==> config.mk <==
export PLATFORM = sky130hd
export DESIGN_NAME = gkc_div
export DESIGN_NICKNAME = d
export VERILOG_FILES = /design/src/rtl/gkc_pkg.sv /design/src/rtl/gkc_div.sv
export SDC_FILE = /design/constraint.sdc
export NUM_CORES = 1
export LEC_CHECK = 0
export ABC_AREA = 1
export BUFFER_PORTS_ARGS = -buffer_cell sky130_fd_sc_hd__buf_2
export CAP_MARGIN = 20
export CORE_UTILIZATION = 45
export DETAILED_ROUTE_END_ITERATION = 12
export PLACE_DENSITY_LB_ADDON = 0.12
export RECOVER_POWER = 50
export SYNTH_ARGS = -nofsm -noshare
export SYNTH_HDL_FRONTEND = slang
export SYNTH_SLANG_ARGS = --single-unit
export TNS_END_PERCENT = 50
==> constraint.sdc <==
create_clock -name i_clk -period 2.6 [get_ports i_clk]
set_input_delay 0.13 -clock i_clk [delete_from_list [all_inputs] [get_ports i_clk]]
set_output_delay 0.13 -clock i_clk [all_outputs]
set_load 0.1 [all_outputs]
==> src/rtl/gkc_pkg.sv <==
// ============================================================================
// gkc_pkg: shared constants and types of the Gabor coefficient generator
// Fixed-point constants, the CORDIC angle table and pipeline latencies.
// ============================================================================
package gkc_pkg;

    // Field widths
    localparam int ROW_W  = 7;
    localparam int HALF_W = 7;
    localparam int CFG_W  = 16;
    localparam int COEF_W = 16;

    // Register indexes of the configuration port
    typedef enum logic [1:0] {
        CFG_HALF_SIZE = 2'd0,
        CFG_SIGMA     = 2'd1,
        CFG_ANGLE     = 2'd2,
        CFG_FREQUENCY = 2'd3
    } t_cfg_idx;

    localparam logic [HALF_W-1:0] HALF_SIZE_RST = 7'd8;
    localparam logic [CFG_W-1:0]  SIGMA_RST     = 16'd804;
    localparam logic [CFG_W-1:0]  ANGLE_RST     = 16'd0;
    localparam logic [CFG_W-1:0]  FREQUENCY_RST = 16'd4096;

    // Parameter defaults
    localparam int MAX_HALF_SIZE_DEF = 64;
    localparam int CORDIC_STAGES_DEF = 16;
    localparam int ATAN_ENTRIES      = 24;

    // Q30 / Q32 constants
    localparam logic signed [31:0] INV_GAIN_Q30   = 32'sd652032874;
    localparam logic signed [30:0] INV_TWO_PI_Q32 = 31'sd683565276;
    localparam logic signed [32:0] DC_TERM_Q30    = 33'sd7722226;
    localparam logic [30:0]        ONE_Q30        = 31'd1073741824;
    // exp(-1) as given by the truncated 13-term series in Q30
    localparam logic [28:0]        EXP_NEG_ONE    = 29'd395007543;

    // Arctangent of 2^-i in turns, 32-bit fraction of a full circle
    localparam logic [31:0] ATAN_TURNS [0:ATAN_ENTRIES-1] = '{
        32'd536870912, 32'd316933406, 32'd167458907, 32'd85004756,
        32'd42667331,  32'd21354465,  32'd10679838,  32'd5340245,
        32'd2670163,   32'd1335087,   32'd667544,    32'd333772,
        32'd166886,    32'd83443,     32'd41722,     32'd20861,
        32'd10430,     32'd5215,      32'd2608,      32'd1304,
        32'd652,       32'd326,       32'd163,       32'd81
    };

    // Envelope arithmetic
    localparam int D_W           = 15;  // x*x + y*y
    localparam int U_W           = 20;  // Q16 exponent argument below 16.0
    localparam int SERIES_TERMS  = 13;
    localparam int POW_STAGES    = 15;
    localparam int DIV_LAT       = U_W + 1;
    localparam int EXP_LAT       = 1 + 3 * (SERIES_TERMS - 1) + POW_STAGES;

endpackage

==> src/rtl/gkc_div.sv <==
// ============================================================================
// gkc_div: pipelined restoring divider for the envelope argument
// Gives floor(d * 2^24 / sigma) one quotient bit per stage, with a flag
// for quotients of 16.0 and above.
// ============================================================================
module gkc_div (
    input  logic                        i_clk,
    input  logic                        i_en,
    input  logic [gkc_pkg::D_W-1:0]     i_d,
    input  logic [gkc_pkg::CFG_W-1:0]   i_sig,
    output logic [gkc_pkg::U_W-1:0]     o_u,
    output logic                        o_sat
);

    localparam int UW = gkc_pkg::U_W;
    localparam int SW = gkc_pkg::CFG_W;

    logic [SW-1:0] r_rem0;
    logic          r_sat0;
    logic [SW-1:0] r_rem [0:UW-2];
    logic [UW-1:0] r_q   [0:UW-1];
    logic          r_sat [0:UW-1];

    // The upper part of the dividend is d << 4; if it already reaches sigma
    // the quotient is at least 2^20.
    always_ff @(posedge i_clk) begin
        if (i_en) begin
            r_rem0 <= SW'({i_d, 4'd0});
            r_sat0 <= ({i_d, 4'd0} >= (gkc_pkg::D_W + 4)'(i_sig));
        end
    end

    generate
        for (genvar k = 0; k < UW; k++) begin : g_bit
            logic [SW-1:0] rem_in;
            logic [UW-1:0] q_in;
            logic          sat_in;
            logic [SW:0]   trial;
            logic          ge;

            if (k == 0) begin : g_first
                assign rem_in = r_rem0;
                assign q_in   = '0;
                assign sat_in = r_sat0;
            end else begin : g_next
                assign rem_in = r_rem[k-1];
                assign q_in   = r_q[k-1];
                assign sat_in = r_sat[k-1];
            end

            assign trial = {rem_in, 1'b0};
            assign ge    = (trial >= {1'b0, i_sig});

            always_ff @(posedge i_clk) begin
                if (i_en) begin
                    r_q[k]   <= {q_in[UW-2:0], ge};
                    r_sat[k] <= sat_in;
                end
            end

            if (k < UW - 1) begin : g_rem
                always_ff @(posedge i_clk) begin
                    if (i_en) begin
                        r_rem[k] <= ge ? SW'(trial - {1'b0, i_sig}) : trial[SW-1:0];
                    end
                end
            end
        end
    endgenerate

    assign o_u   = r_q[UW-1];
    assign o_sat = r_sat[UW-1];

endmodule

==> metrics.yaml <==
floorplanning:
  ios: 54
  die_w_um: 302
  dieArea_sq_mm: 0.0914
  fp.dieH_um: 302
  core_area_sq_mm: 0.0889
  start_util: 0.456
  rows: 109
synthesis:
  synth_cell_type_count: 41
  syn_area_per_cell_sq_um: 7.72
  synth_nets: 5639
  yosys-top-cells-area: "edfxtp_1 (40%), nand2_1 (19%), ha_1 (10%), inv_1 (6.8%), nand3_1 (5.1%)"
  syn-cell-area_sq_mm: 0.0406
  synth_cells: 5261
  synth_edf_count: 547
  synth_flop_cell: "edfxtp_1"
  synth-seq-cells: 547
  yosysTopAreaCellShare: 0.405
  synthArstFlopShare: 0
  synth_seq_area_share: 0.405
  synth_top_area_cell: "edfxtp_1"
  ys_warn_count: 0
drt:
  wl_um: 107000
  vias: 33487
  via_per_inst: 5.05
  first_pass_iters: 7
  postRouteAntennaNets: 0
  wl_per_cell_um: 16.2
  dr.first_iter.drc_count: 2299
  drc: 0
finish:
  area_growth_pct: 10.8
  drive_gt1_frac: 0.0787
  fill_cells: 8718
  nets: 5791
  antenna_cells: 0
  design_area_sq_mm: 0.0450
  final_core_util: 0.506
sta:
  holdWs_ns: 0.0323
  rsz0062_at_grt: "false"
  finalSetupTns_ns: 0
  drv_slew: 0
  tightest_slew_ns: 1.24
  final-hold-violation-count: 0
  period_share: 0.961
  report.final.setup_viol: 0
  fmax_mhz: 400
  relSlewSlack: 0.172
  fin_crit_ns: 2.50
  clock_skew_ns: 0.0219
place:
  io_buffers: 53
  gp_congestion: 0.924
  place_area_sq_mm: 0.0427
  dp_hpwl_um: 79300
global_routing:
  grt_use_total: 0.238
  gr-total-overflow: 0
  grt_max_degree: 92
  grt_pass1_vias: 31534
  grt_pass1_wl_um: 171000
  antenna_found_initial: 1
run_status:
  outcome: "completed"
pwr:
  share_seq_of_total_power: 0.303
  clkPwrFrac: 0.181
  p_int_uw: 28700
  p_per_area_mw_per_mm2: 1150
  p_leak_uw: 0.0222
  p_sw_uw: 23100
  p_comb_frac: 0.516
  peakVddDrop_v: 0.000564
  switching_share: 0.446
clocking:
  cts_setup_buffers: 0
  clock-sinks: 547
  cts_buffer_depth: 3
  cts_made_buffers: 69
  cts_root_buf: "clkbuf_16"
  clk_latency_ns: 0.64
  cts_htree_levels: 3
  clkTransAtPathRegs_ns: 0.06
  cts_tree: "yes"
setup_path:
  startpoint_type: "input port"
  worst_ep_required_time_ns: 2.98
  regToRegSetupSlack_ns: 0.25
  crit_type: "in2reg"
  crit_path_end_kind: "flop"
  crit_arrival_ns: 2.88
  path_max_fanout: 2
job:
  maxCapViolCount: 0
worst_hold_path:
  hold_path_class: "in2reg"
cell usage in the layout (no fill, tap or decap), types with 23 or more instances in the layout:
cell	n
a21oi_1	194
and2_1	55
buf_12	23
buf_2	40
buf_4	44
clkbuf_1	33
clkbuf_16	70
edfxtp_1	547
ha_1	327
inv_1	723
nand2_1	2089
nand2_2	38
nand3_1	411
nand3_2	31
nand3b_1	70
nand4_1	88
nor2_1	243
nor2_2	66
nor3_1	28
o21ai_0	23
xnor2_1	37
xor2_1	91
worst paths after layout:
| kind | from | endpoint | cells after the start |
|---|---|---|---|
| worst min register to register | r_q[2][44] | r_q[2][65] | 0 |
| worst min-delay path | i_sig[3] | r_rem[0][4] | 4 |
| worst max register to register | r_rem[8][9] | r_rem[9][7] | 9 |
| worst max-delay path | i_d[14] | g_bit[0].sat_in | 9 |
Yosys cell counts (55+ instances only):
library cell,instances
a21oi_1,195
and2_1,55
edfxtp_1,547
ha_1,327
inv_1,735
nand2_1,2089
nand3_1,411
nand3b_1,70
nand4_1,88
nor2_1,243
nor2_2,66
xor2_1,91
worst max-delay path, cell delays in order:
cell and delay (ns):
dlygate4sd3_1 0.53, buf_2 0.13, nor2_1 0.11, dlygate4sd3_1 0.56
nand2_1 0.04, dlygate4sd3_1 0.56, a21oi_2 0.11, nand4_1 0.12
dlygate4sd3_1 0.59
metal layers:
metal	vias to the layer above	routed length [um]	global-route usage
li1	17329	-	-
met1	15255	51100	0.335
met2	739	48200	0.383
met3	164	5300	0.0323
met4	0	2860	0.0671
met5	-	0	0
sequential cells by signal, summed over array words and instances (netlist names):
signal / cells
r_sat: 20
g_bit.sat_in: 1
r_rem: 304
g_bit.rem_in: 12
r_q: 210
cells by family (layout without fill, tap and decap cells):
| kind of cell | Yosys count | after routing | synth area share |
|---|---|---|---|
| XOR/XNOR | 128 | 128 | 0.0276 |
| buffers and inverters | 824 | 1029 | 0.0842 |
| AO/OA/AOI/OAI | 233 | 233 | 0.0298 |
| flip-flops | 547 | 547 | 0.405 |
| AND/OR/NAND/NOR | 3184 | 3184 | 0.344 |
| adder cells (fa/ha/maj) | 345 | 345 | 0.110 |
cell type report:
type / count / area [sq um] / share of cell area
Sequential cell: 547 / 16400 / 0.365
Multi-Input combinational cell: 3890 / 20800 / 0.462
Tap cell: 1165 / 1460 / 0.0324
Clock buffer: 85 / 1810 / 0.0402
Clock inverter: 39 / 365 / 0.00813
Inverter: 755 / 2860 / 0.0637
Timing Repair Buffer: 150 / 1280 / 0.0286
stage by stage:
step	power (uW)	std cells	worst slack [ns]
5_1_grt	56500	6631	0.0577
2_1_floorplan	35900	5261	0.430
3_3_place_gp	42200	6488	0.223
4_1_cts	52100	6631	0.168
6_report	51800	6631	0.101
3_5_place_dp	42400	6488	0.178
power by group through the flow:
stage	combinational [uW]	clock (uW)	sequential (uW)
floorplan	20900	0	15000
global placement	26300	0	15900
detailed placement	26600	0	15800
CTS	26700	9660	15700
global route	30600	9990	15900
finish	26700	9380	15700
repair_timing:
action / CTS / global route
hold buffers: 19 / 0
resized for setup: 0 / 1
endpoints found under the hold margin: 41 / 0
setup endpoints to repair: 0 / 1
(Power assumes the default switching activity.)
